--- config.mk ---
export PLATFORM = sky130hd
export DESIGN_NAME = latency_jitter_monitor_top_flat
export DESIGN_NICKNAME = d
export VERILOG_FILES = /design/src/hw/rtl/ljm_pkg.sv /design/src/hw/rtl/ljm_if.sv /design/src/hw/rtl/latency_jitter_monitor_top.sv /design/src/hw/rtl/ljm_cfg.sv /design/src/hw/rtl/ljm_front.sv /design/src/hw/rtl/ljm_fifo.sv /design/src/hw/rtl/ljm_back.sv /design/src/flat_wrapper.sv
export SDC_FILE = /design/constraint.sdc
export NUM_CORES = 2
export LEC_CHECK = 0
export ABC_AREA = 1
export BUFFER_PORTS_ARGS = -buffer_cell sky130_fd_sc_hd__buf_2
export CAP_MARGIN = 20
export CORE_MARGIN = 2
export CORE_UTILIZATION = 43
export CTS_CLUSTER_SIZE = 28
export DETAILED_ROUTE_END_ITERATION = 8
export PLACE_DENSITY = 0.59
export SLEW_MARGIN = 15
export SYNTH_ARGS = -nofsm -noshare
export SYNTH_HDL_FRONTEND = slang
export SYNTH_SLANG_ARGS = --single-unit
--- constraint.sdc ---
create_clock -name clk -period 31.1 [get_ports clk]
set_input_delay 3.11 -clock clk [delete_from_list [all_inputs] [get_ports clk]]
set_output_delay 3.11 -clock clk [all_outputs]
set_load 0.02 [all_outputs]
--- src/hw/rtl/ljm_pkg.sv ---
// ----------------------------------------------------------------------------
// ljm_pkg
// Shared types and constants of the latency and jitter monitor.
// ----------------------------------------------------------------------------
`default_nettype none

package ljm_pkg;

	localparam int unsigned TIME_W     = 64;
	localparam int unsigned CNT_W      = 32;
	localparam int unsigned APB_ADDR_W = 4;
	localparam int unsigned APB_DATA_W = 32;

	localparam int unsigned QUEUE_DEPTH = 4;

	localparam logic [TIME_W-1:0] MIN_START    = 64'h0000_0000_0fff_ffff;
	localparam logic [CNT_W-1:0]  SKIP_REPORTS = 32'd5;

	localparam logic [CNT_W-1:0] RST_REPORT_INTERVAL  = 32'd20000;
	localparam logic [CNT_W-1:0] RST_TRIG_THRESHOLD   = 32'd15000;
	localparam logic             RST_TRIGGER_ENABLE   = 1'b0;
	localparam logic [CNT_W-1:0] RST_SAMPLE_LIMIT     = 32'd200;

	typedef enum logic [1:0] {
		REG_REPORT_INTERVAL  = 2'd0,
		REG_TRIG_THRESHOLD   = 2'd1,
		REG_TRIGGER_ENABLE   = 2'd2,
		REG_SAMPLE_LIMIT     = 2'd3
	} reg_idx_t;

	typedef struct packed {
		logic [CNT_W-1:0] report_interval;
		logic [CNT_W-1:0] trig_threshold;
		logic             trigger_enable;
		logic [CNT_W-1:0] sample_limit;
	} cfg_t;

	typedef struct packed {
		logic [TIME_W-1:0] exec_time;
		logic [TIME_W-1:0] end_time;
		logic              clear_req;
	} entry_t;

endpackage

`default_nettype wire

--- src/hw/rtl/ljm_if.sv ---
// ----------------------------------------------------------------------------
// ljm_in_if / ljm_out_if
// Valid/ready channels for timestamp samples and statistics results.
// ----------------------------------------------------------------------------
`default_nettype none

interface ljm_in_if;
	logic        valid;
	logic        ready;
	logic [63:0] start_time;
	logic [63:0] end_time;
	logic        stats_reset_request;

	modport source (output valid, start_time, end_time, stats_reset_request, input ready);
	modport sink (input valid, start_time, end_time, stats_reset_request, output ready);
endinterface

interface ljm_out_if;
	logic        valid;
	logic        ready;
	logic        report_valid;
	logic        trigger_fire;
	logic        finished;
	logic [63:0] window_min;
	logic [63:0] window_max;
	logic [63:0] window_jitter;
	logic [63:0] exec_time;
	logic [63:0] all_time_min;
	logic [63:0] all_time_max;
	logic [63:0] report_gap;
	logic [31:0] sample_number;

	modport source (
		output valid, report_valid, trigger_fire, finished, window_min, window_max,
		window_jitter, exec_time, all_time_min, all_time_max, report_gap, sample_number,
		input ready
	);
	modport sink (
		input valid, report_valid, trigger_fire, finished, window_min, window_max,
		window_jitter, exec_time, all_time_min, all_time_max, report_gap, sample_number,
		output ready
	);
endinterface

`default_nettype wire

--- src/hw/rtl/latency_jitter_monitor_top.sv ---
// ----------------------------------------------------------------------------
// latency_jitter_monitor_top
// Execution time and jitter monitor with windowed reports and a trigger.
// ----------------------------------------------------------------------------
// Each sample carries a start and an end timestamp; the block takes their
// absolute difference as the execution time and produces one result per
// sample. It accepts one sample per clock cycle while the queue is not full,
// and a result passes through the queue and the output registers s1 and s2.
// The rate is set by the statistics update in the back end, which folds one
// sample into the minimum, maximum, counter and trigger state each cycle.
// A short queue between the front and back end absorbs result-side stalls.
// Configuration registers are to be written over the APB port by the user
// only while no sample is in flight; the block does not enforce this.
// ----------------------------------------------------------------------------
`default_nettype none

module latency_jitter_monitor_top #(
	parameter int unsigned QUEUE_DEPTH = ljm_pkg::QUEUE_DEPTH
) (
	input  wire logic                           clk,
	input  wire logic                           arst_n,
	input  wire logic                           psel,
	input  wire logic                           penable,
	input  wire logic                           pwrite,
	input  wire logic [ljm_pkg::APB_ADDR_W-1:0] paddr,
	input  wire logic [ljm_pkg::APB_DATA_W-1:0] pwdata,
	output logic      [ljm_pkg::APB_DATA_W-1:0] prdata,
	output logic                                pready,
	ljm_in_if.sink                              sample,
	ljm_out_if.source                           stats
);

	localparam int unsigned ENTRY_W = $bits(ljm_pkg::entry_t);

	ljm_pkg::cfg_t   cfg;
	ljm_pkg::entry_t push_entry;
	ljm_pkg::entry_t pop_entry;
	logic [ENTRY_W-1:0] pop_bits;
	logic            push_valid, push_ready, pop_valid, pop_ready;

	ljm_cfg u_cfg (
		.clk     (clk),
		.arst_n  (arst_n),
		.psel    (psel),
		.penable (penable),
		.pwrite  (pwrite),
		.paddr   (paddr),
		.pwdata  (pwdata),
		.prdata  (prdata),
		.pready  (pready),
		.cfg     (cfg)
	);

	ljm_front u_front (
		.sample     (sample),
		.push_valid (push_valid),
		.push_ready (push_ready),
		.push_entry (push_entry)
	);

	ljm_fifo #(
		.WIDTH (ENTRY_W),
		.DEPTH (QUEUE_DEPTH)
	) u_fifo (
		.clk        (clk),
		.arst_n     (arst_n),
		.push_valid (push_valid),
		.push_ready (push_ready),
		.push_data  (push_entry),
		.pop_valid  (pop_valid),
		.pop_ready  (pop_ready),
		.pop_data   (pop_bits)
	);

	assign pop_entry = ljm_pkg::entry_t'(pop_bits);

	ljm_back u_back (
		.clk     (clk),
		.arst_n  (arst_n),
		.cfg     (cfg),
		.q_valid (pop_valid),
		.q_ready (pop_ready),
		.q_entry (pop_entry),
		.stats   (stats)
	);

endmodule

`default_nettype wire

--- src/hw/rtl/ljm_cfg.sv ---
// ----------------------------------------------------------------------------
// ljm_cfg
// APB register bank holding the monitor's configuration.
// ----------------------------------------------------------------------------
`default_nettype none

module ljm_cfg (
	input  wire logic                             clk,
	input  wire logic                             arst_n,
	input  wire logic                             psel,
	input  wire logic                             penable,
	input  wire logic                             pwrite,
	input  wire logic [ljm_pkg::APB_ADDR_W-1:0]   paddr,
	input  wire logic [ljm_pkg::APB_DATA_W-1:0]   pwdata,
	output logic      [ljm_pkg::APB_DATA_W-1:0]   prdata,
	output logic                                  pready,
	output ljm_pkg::cfg_t                         cfg
);

	ljm_pkg::cfg_t     cfg_q;
	ljm_pkg::reg_idx_t idx;
	logic              wr_en;

	assign idx    = ljm_pkg::reg_idx_t'(paddr[3:2]);
	assign wr_en  = psel & penable & pwrite;
	assign pready = 1'b1;
	assign cfg    = cfg_q;

	always_ff @(posedge clk or negedge arst_n) begin
		if (!arst_n) begin
			cfg_q.report_interval  <= ljm_pkg::RST_REPORT_INTERVAL;
			cfg_q.trig_threshold   <= ljm_pkg::RST_TRIG_THRESHOLD;
			cfg_q.trigger_enable   <= ljm_pkg::RST_TRIGGER_ENABLE;
			cfg_q.sample_limit     <= ljm_pkg::RST_SAMPLE_LIMIT;
		end else if (wr_en) begin
			unique case (idx)
				ljm_pkg::REG_REPORT_INTERVAL:  cfg_q.report_interval  <= pwdata;
				ljm_pkg::REG_TRIG_THRESHOLD:   cfg_q.trig_threshold   <= pwdata;
				ljm_pkg::REG_TRIGGER_ENABLE:   cfg_q.trigger_enable   <= pwdata[0];
				ljm_pkg::REG_SAMPLE_LIMIT:     cfg_q.sample_limit     <= pwdata;
				default: ;
			endcase
		end
	end

	always_comb begin
		unique case (idx)
			ljm_pkg::REG_REPORT_INTERVAL:  prdata = cfg_q.report_interval;
			ljm_pkg::REG_TRIG_THRESHOLD:   prdata = cfg_q.trig_threshold;
			ljm_pkg::REG_TRIGGER_ENABLE:   prdata = {31'd0, cfg_q.trigger_enable};
			ljm_pkg::REG_SAMPLE_LIMIT:     prdata = cfg_q.sample_limit;
			default:                       prdata = '0;
		endcase
	end

endmodule

`default_nettype wire

--- src/hw/rtl/ljm_front.sv ---
// ----------------------------------------------------------------------------
// ljm_front
// Accepts timestamp samples and turns each into an execution time entry.
// ----------------------------------------------------------------------------
`default_nettype none

module ljm_front (
	ljm_in_if.sink          sample,
	output logic            push_valid,
	input  wire logic       push_ready,
	output ljm_pkg::entry_t push_entry
);

	logic start_later;

	assign start_later   = sample.start_time > sample.end_time;
	assign sample.ready  = push_ready;
	assign push_valid    = sample.valid;

	always_comb begin
		push_entry.exec_time = start_later ? (sample.start_time - sample.end_time)
		                                   : (sample.end_time - sample.start_time);
		push_entry.end_time  = sample.end_time;
		push_entry.clear_req = sample.stats_reset_request;
	end

endmodule

`default_nettype wire

--- src/hw/rtl/ljm_fifo.sv ---
// ----------------------------------------------------------------------------
// ljm_fifo
// Short register queue between the front and the statistics back end.
// ----------------------------------------------------------------------------
`default_nettype none

module ljm_fifo #(
	parameter int unsigned WIDTH = 8,
	parameter int unsigned DEPTH = 4
) (
	input  wire logic             clk,
	input  wire logic             arst_n,
	input  wire logic             push_valid,
	output logic                  push_ready,
	input  wire logic [WIDTH-1:0] push_data,
	output logic                  pop_valid,
	input  wire logic             pop_ready,
	output logic      [WIDTH-1:0] pop_data
);

	localparam int unsigned PTR_W = (DEPTH > 1) ? $clog2(DEPTH) : 1;
	localparam int unsigned CNT_W = $clog2(DEPTH + 1);

	logic [WIDTH-1:0] mem_q [DEPTH];
	logic [PTR_W-1:0] wr_ptr_q;
	logic [PTR_W-1:0] rd_ptr_q;
	logic [CNT_W-1:0] count_q;
	logic             push;
	logic             pop;

	assign push_ready = count_q != CNT_W'(DEPTH);
	assign pop_valid  = count_q != '0;
	assign pop_data   = mem_q[rd_ptr_q];
	assign push       = push_valid & push_ready;
	assign pop        = pop_valid & pop_ready;

	always_ff @(posedge clk) begin
		if (push) begin
			mem_q[wr_ptr_q] <= push_data;
		end
	end

	always_ff @(posedge clk or negedge arst_n) begin
		if (!arst_n) begin
			wr_ptr_q <= '0;
			rd_ptr_q <= '0;
			count_q  <= '0;
		end else begin
			if (push) begin
				wr_ptr_q <= (wr_ptr_q == PTR_W'(DEPTH - 1)) ? '0 : wr_ptr_q + 1'b1;
			end
			if (pop) begin
				rd_ptr_q <= (rd_ptr_q == PTR_W'(DEPTH - 1)) ? '0 : rd_ptr_q + 1'b1;
			end
			if (push && !pop) begin
				count_q <= count_q + 1'b1;
			end else if (pop && !push) begin
				count_q <= count_q - 1'b1;
			end
		end
	end

	a_count_bound: assert property (@(posedge clk) disable iff (!arst_n)
		count_q <= CNT_W'(DEPTH))
		else $error("queue count exceeds depth");

	a_no_pop_empty: assert property (@(posedge clk) disable iff (!arst_n)
		(count_q == '0) |-> !pop)
		else $error("pop from empty queue");

	a_ptr_gap: assert property (@(posedge clk) disable iff (!arst_n)
		((count_q == '0) || (count_q == CNT_W'(DEPTH))) |-> (wr_ptr_q == rd_ptr_q))
		else $error("queue pointers disagree with count");

endmodule

`default_nettype wire

--- src/hw/rtl/ljm_back.sv ---
// ----------------------------------------------------------------------------
// ljm_back
// Statistics state update, trigger and report formation, output register.
// ----------------------------------------------------------------------------
`default_nettype none

module ljm_back (
	input  wire logic            clk,
	input  wire logic            arst_n,
	input  wire ljm_pkg::cfg_t   cfg,
	input  wire logic            q_valid,
	output logic                 q_ready,
	input  wire ljm_pkg::entry_t q_entry,
	ljm_out_if.source            stats
);

	logic [63:0] at_min_q, at_max_q, win_min_q, win_max_q, prev_end_q;
	logic [31:0] window_count_q, report_count_q;
	logic        clear_pending_q, trigger_done_q;

	logic [63:0] ex, at_min_n, at_max_n, win_min_n, win_max_n, excess, gap;
	logic [31:0] rc_inc, rc_n;
	logic        clr_eff, ex_below, fire, close, report, do_clear, take, fin;

	logic        valid_s1, report_s1, fire_s1, fin_s1;
	logic [63:0] win_min_s1, win_max_s1, exec_s1, at_min_s1, at_max_s1, gap_s1;
	logic [31:0] num_s1;

	logic        valid_s2, report_s2, fire_s2, fin_s2;
	logic [63:0] win_min_s2, win_max_s2, jitter_s2, exec_s2, at_min_s2, at_max_s2;
	logic [63:0] gap_s2;
	logic [31:0] num_s2;

	logic        s2_ready, s1_ready;

	always_comb begin
		ex        = q_entry.exec_time;
		clr_eff   = clear_pending_q | q_entry.clear_req;
		at_min_n  = (ex < at_min_q) ? ex : at_min_q;
		at_max_n  = (ex >= at_max_q) ? ex : at_max_q;
		win_min_n = (ex < win_min_q) ? ex : win_min_q;
		win_max_n = (ex >= win_max_q) ? ex : win_max_q;
		ex_below  = ex < win_min_q;
		excess    = ex - win_min_q;
		fire      = cfg.trigger_enable & (report_count_q > ljm_pkg::SKIP_REPORTS)
		            & !trigger_done_q & !ex_below & (excess > {32'd0, cfg.trig_threshold});
		close     = window_count_q >= cfg.report_interval;
		report    = close & (report_count_q != '0);
		do_clear  = close & clr_eff;
		rc_inc    = report_count_q + 32'd1;
		rc_n      = close ? (clr_eff ? 32'd1 : rc_inc) : report_count_q;
		fin       = rc_n > cfg.sample_limit;
		gap       = q_entry.end_time - prev_end_q;
	end

	assign s2_ready = !valid_s2 | stats.ready;
	assign s1_ready = !valid_s1 | s2_ready;
	assign q_ready  = s1_ready;
	assign take     = q_valid & q_ready;

	always_ff @(posedge clk or negedge arst_n) begin
		if (!arst_n) begin
			at_min_q        <= ljm_pkg::MIN_START;
			at_max_q        <= '0;
			win_min_q       <= ljm_pkg::MIN_START;
			win_max_q       <= '0;
			window_count_q  <= '0;
			report_count_q  <= '0;
			clear_pending_q <= 1'b0;
			trigger_done_q  <= 1'b0;
		end else if (take) begin
			at_min_q        <= do_clear ? ljm_pkg::MIN_START : at_min_n;
			at_max_q        <= do_clear ? '0 : at_max_n;
			win_min_q       <= close ? ljm_pkg::MIN_START : win_min_n;
			win_max_q       <= close ? '0 : win_max_n;
			window_count_q  <= close ? 32'd1 : window_count_q + 32'd1;
			report_count_q  <= rc_n;
			clear_pending_q <= close ? 1'b0 : clr_eff;
			trigger_done_q  <= do_clear ? 1'b0 : (trigger_done_q | fire);
		end
	end

	always_ff @(posedge clk) begin
		if (take && close) begin
			prev_end_q <= q_entry.end_time;
		end
	end

	always_ff @(posedge clk or negedge arst_n) begin
		if (!arst_n) begin
			valid_s1 <= 1'b0;
			valid_s2 <= 1'b0;
		end else begin
			if (s1_ready) begin
				valid_s1 <= q_valid;
			end
			if (s2_ready) begin
				valid_s2 <= valid_s1;
			end
		end
	end

	always_ff @(posedge clk) begin
		if (take) begin
			report_s1  <= report;
			fire_s1    <= fire;
			fin_s1     <= fin;
			exec_s1    <= ex;
			win_min_s1 <= report ? win_min_n : '0;
			win_max_s1 <= report ? win_max_n : '0;
			at_min_s1  <= report ? at_min_n : '0;
			at_max_s1  <= report ? at_max_n : '0;
			gap_s1     <= report ? gap : '0;
			num_s1     <= report ? report_count_q : '0;
		end
		if (valid_s1 && s2_ready) begin
			report_s2  <= report_s1;
			fire_s2    <= fire_s1;
			fin_s2     <= fin_s1;
			exec_s2    <= exec_s1;
			win_min_s2 <= win_min_s1;
			win_max_s2 <= win_max_s1;
			jitter_s2  <= win_max_s1 - win_min_s1;
			at_min_s2  <= at_min_s1;
			at_max_s2  <= at_max_s1;
			gap_s2     <= gap_s1;
			num_s2     <= num_s1;
		end
	end

	assign stats.valid         = valid_s2;
	assign stats.report_valid  = report_s2;
	assign stats.trigger_fire  = fire_s2;
	assign stats.finished      = fin_s2;
	assign stats.window_min    = win_min_s2;
	assign stats.window_max    = win_max_s2;
	assign stats.window_jitter = jitter_s2;
	assign stats.exec_time     = exec_s2;
	assign stats.all_time_min  = at_min_s2;
	assign stats.all_time_max  = at_max_s2;
	assign stats.report_gap    = gap_s2;
	assign stats.sample_number = num_s2;

	a_report_numbered: assert property (@(posedge clk) disable iff (!arst_n)
		(valid_s1 && report_s1) |-> (num_s1 != '0))
		else $error("report issued before the first window closed");

	a_window_count_live: assert property (@(posedge clk) disable iff (!arst_n)
		$past(take) |-> (window_count_q != '0))
		else $error("window count returned to zero");

	a_window_within_all_time: assert property (@(posedge clk) disable iff (!arst_n)
		(valid_s1 && report_s1) |->
			((at_min_s1 <= win_min_s1) && (win_min_s1 <= win_max_s1)
			 && (win_max_s1 <= at_max_s1)))
		else $error("window extremes lie outside all-time extremes");

endmodule

`default_nettype wire
--- src/flat_wrapper.sv ---
// flat-port wrapper written by rule: the top's interface ports become plain ports
module latency_jitter_monitor_top_flat 
#(
	parameter int unsigned QUEUE_DEPTH = ljm_pkg::QUEUE_DEPTH
)
  (clk, arst_n, psel, penable, pwrite, paddr, pwdata, prdata, pready, sample_valid, sample_start_time, sample_end_time, sample_stats_reset_request, sample_ready, stats_valid, stats_report_valid, stats_trigger_fire, stats_finished, stats_window_min, stats_window_max, stats_window_jitter, stats_exec_time, stats_all_time_min, stats_all_time_max, stats_report_gap, stats_sample_number, stats_ready);
  ljm_in_if sample_i ();
  ljm_out_if stats_i ();
  input  wire logic clk;
  input  wire logic arst_n;
  input  wire logic psel;
  input  wire logic penable;
  input  wire logic pwrite;
  input  wire logic [ljm_pkg::APB_ADDR_W-1:0] paddr;
  input  wire logic [ljm_pkg::APB_DATA_W-1:0] pwdata;
  output logic      [ljm_pkg::APB_DATA_W-1:0] prdata;
  output logic pready;
  input wire logic [$bits(sample_i.valid)-1:0] sample_valid;
  input wire logic [$bits(sample_i.start_time)-1:0] sample_start_time;
  input wire logic [$bits(sample_i.end_time)-1:0] sample_end_time;
  input wire logic [$bits(sample_i.stats_reset_request)-1:0] sample_stats_reset_request;
  output wire logic [$bits(sample_i.ready)-1:0] sample_ready;
  output wire logic [$bits(stats_i.valid)-1:0] stats_valid;
  output wire logic [$bits(stats_i.report_valid)-1:0] stats_report_valid;
  output wire logic [$bits(stats_i.trigger_fire)-1:0] stats_trigger_fire;
  output wire logic [$bits(stats_i.finished)-1:0] stats_finished;
  output wire logic [$bits(stats_i.window_min)-1:0] stats_window_min;
  output wire logic [$bits(stats_i.window_max)-1:0] stats_window_max;
  output wire logic [$bits(stats_i.window_jitter)-1:0] stats_window_jitter;
  output wire logic [$bits(stats_i.exec_time)-1:0] stats_exec_time;
  output wire logic [$bits(stats_i.all_time_min)-1:0] stats_all_time_min;
  output wire logic [$bits(stats_i.all_time_max)-1:0] stats_all_time_max;
  output wire logic [$bits(stats_i.report_gap)-1:0] stats_report_gap;
  output wire logic [$bits(stats_i.sample_number)-1:0] stats_sample_number;
  input wire logic [$bits(stats_i.ready)-1:0] stats_ready;
  assign sample_i.valid = sample_valid;
  assign sample_i.start_time = sample_start_time;
  assign sample_i.end_time = sample_end_time;
  assign sample_i.stats_reset_request = sample_stats_reset_request;
  assign sample_ready = sample_i.ready;
  assign stats_valid = stats_i.valid;
  assign stats_report_valid = stats_i.report_valid;
  assign stats_trigger_fire = stats_i.trigger_fire;
  assign stats_finished = stats_i.finished;
  assign stats_window_min = stats_i.window_min;
  assign stats_window_max = stats_i.window_max;
  assign stats_window_jitter = stats_i.window_jitter;
  assign stats_exec_time = stats_i.exec_time;
  assign stats_all_time_min = stats_i.all_time_min;
  assign stats_all_time_max = stats_i.all_time_max;
  assign stats_report_gap = stats_i.report_gap;
  assign stats_sample_number = stats_i.sample_number;
  assign stats_i.ready = stats_ready;
  latency_jitter_monitor_top #(.QUEUE_DEPTH(QUEUE_DEPTH)) u_core (.clk(clk), .arst_n(arst_n), .psel(psel), .penable(penable), .pwrite(pwrite), .paddr(paddr), .pwdata(pwdata), .prdata(prdata), .pready(pready), .sample(sample_i), .stats(stats_i));
endmodule
==> impl_results.md <==
* Final Routed Wirelength at 342100 um
* Slew at the pin with the worst max-slew slack at 1269 ps
* Placed Cells at 14440
* Clock slew at reported path FFs at 60 ps
* Mapped cell area at between 100000 and 150000 sq um
* Critical path type: in2out
* Post-route setup TNS at 0 ps
* Clock Sink Count at 1910
* Num CTS Buffers at 201
* Worst Path Max Fanout at 25
* Highest clock rate at 127.0 MHz
* Largest net degree at the start of global routing at ~150
* Post-route ant nets at 0
* Drt wl/cell at 23.05 um
* Die area at 239400 sq um
* Core area at 234700 sq um
* Max cap viols at 0
* Post-Layout Cell Count at 14840
* Worst EP arrival at 4760 ps
* CTS tree: yes
* Post-cts gate resize count at 0
* Top cells by area, synth: edfxtp_1 (44%), dfrtp_1 (8.8%), nand2_1 (7.8%)
* Layout cells sized above 1 at 11.38%
* IO Port Bufs at 686
* Global-route wire length before repair at 497300 um
* Initial core utilization at 43.15%
* Grt ovf at 0
* Predominant post-synthesis flop cell: edfxtp_1
* Vias in the first global route at 77210
* Startpoint types: input pin
* Layout Skew at 43.11 ps
* RSZ-0062 raised after global routing: false
* Fin crit period at 7873 ps
* Yosys cell types at 68
* Final nets at 12290
* Die X at a little under 500 um
* I/O pin cnt at between 600 and 700
* Outcome: complete, no violations
* Via count at between 80000 and 90000
* Period Utilization, post-route at between 20% and 30%
* Syn_area_per_cell at between 9 and 10 sq um
* DRT iter0 DRCs at roughly 7400
* Pre-antenna DRT Iters at 6
* Most frequent cells in the layout: nand2_1 (2108), inv_1 (1631), edfxtp_1 (1482)
* Gate count of the mapped netlist at between 10000 and 15000
* Synth Register Bits at approximately 1900
* Final setup viols at 0
* DRC viols at 0
* Commonest non-fill, non-tap cell in the layout: nand2_1
* Largest Register: u_core.u_fifo.mem_q
* Max reg flops at ~520
* Row cnt at 178
* Post-DP HPWL at 264800 um
* Worst setup EP type: output port
* Worst relative slew slack at between 15 and 20%
* CP required at around 28000 ps
* Hold WC Path Type: reg2reg
* Syn nets at 11640
* Initial antenna violation count at 66
* Setup bufs post-CTS at 0
* Fraction of registers with async set or reset after synthesis at 22.41%
* Hold_buf cts at 0
* Area grow syn2layout at 14.20%
* Worst-skew pair later-pin latency at between 800 and 900 ps
* Final Wtd Congestion at 0.9699
* Ys Warns at 0
* Hold Violations, Final at 0
* Post-synth EDFFs at 1482
* Die height at 489.3 um
* Synth area leader: edfxtp_1
* GRT Total Usage at roughly 28%
* DR vias/cell at 5.436
* Final max-slew violation count at 0
* Sequential area share after synthesis at 54.60%
* CTS max path bufs at 3
* Depth of the CTS H-tree at 4
* Clk Tree Root Cell: clkbuf_16
* Yosys top cell area share at 43.94%
## cells in the mapped netlist, drive strengths merged (22+ instances only)
master and instances:
nor3 89, clkbuf 249, nand4 206, nand3 362, o21bai 29, o221ai 44
o21ai 756, xor2 155, a31oi 55, xnor2 64, inv 1653, dfstp 71
edfxtp 1482, buf 98, o21a 53, nor2 1067, a21oi 806, dfrtp 357
o2111ai 22, ha 615, a22oi 27, a32oi 65, nand2 2122, nor4 32
o22ai 161, a21boi 27, a21o 30
## metal layers
metal	vias up	global-route usage [%]	wire length, um
met1	39140	36.93	144200
li1	38150	-	-
met4	70	9.966	12840
met3	573	5.337	24020
met5	-	0	440
met2	2747	45.67	160500
## stage by stage
stage | area [sq um] | worst slack, ps | hold WS [ps] | utilization (%)
after floorplan | 101300 | 3395 | 400.3 | -
after global placement | 108600 | 23010 | 403.4 | 46.27
after detailed placement | 108600 | 23010 | 404.5 | 46.27
after CTS | 115600 | 22990 | 395.6 | 49.23
after global routing | 115600 | 23160 | 410.0 | 49.25
final | 115700 | 23230 | 402.3 | 49.27
## path summary, 6_finish.rpt
path | endpoint | start | slack, ps | depth (start not counted)
max reg2reg | u_core.u_back.trigger_done_q$_DFFE_PN0P_ | u_core.u_fifo.rd_ptr_q[0]$_DFFE_PN0P_ | 23860 | 29
min | u_core.u_back.stats.exec_time[25]$_DFFE_PP_ | u_core.u_back.exec_s1[25]$_DFFE_PP_ | 400 | 0
min reg2reg | u_core.u_back.stats.exec_time[25]$_DFFE_PP_ | u_core.u_back.exec_s1[25]$_DFFE_PP_ | 400 | 0
max in group asynchronous | u_core.u_back.report_count_q[21]$_DFFE_PN0P_ | arst_n | 26660 | 3
max | prdata[3] | paddr[2] | 23230 | 7
min in group asynchronous | u_core.u_back.at_max_q[37]$_DFFE_PN0P_ | arst_n | 2250 | 1
## worst max-delay path, cell delays in order
cell,delay (ps)
buf_2,100
inv_1,60
nor2_1,170
clkinv_1,350
buf_16,290
o221ai_1,400
buf_2,260
## cells by family after synthesis
logic type / share of synthesized area, %
AOI/OAI and AO/OA: 12.01
buffers and inverters: 7.569
adders and majority gates: 7.716
xor gates and xnor gates: 1.894
and+or+nand+nor: 15.91
other: 0.003703
DFF: 54.60
muxes: 0.2977
## area by class of cell
class                   instances  area [sq um]
fillers                     22180        119100
repair buffers                793          4333
flip-flops and latches       1910         55310
diodes                         26         65.06
inverters                    1656          6235
multi-input cells            6930         38840
clock inverters               113          1448
well taps                    3150          3941
clock buffers                 262          5493
Power is left out: the tool's default activity adds up to more than one toggle a clock period on the data nets, which glitch-free logic cannot reach.
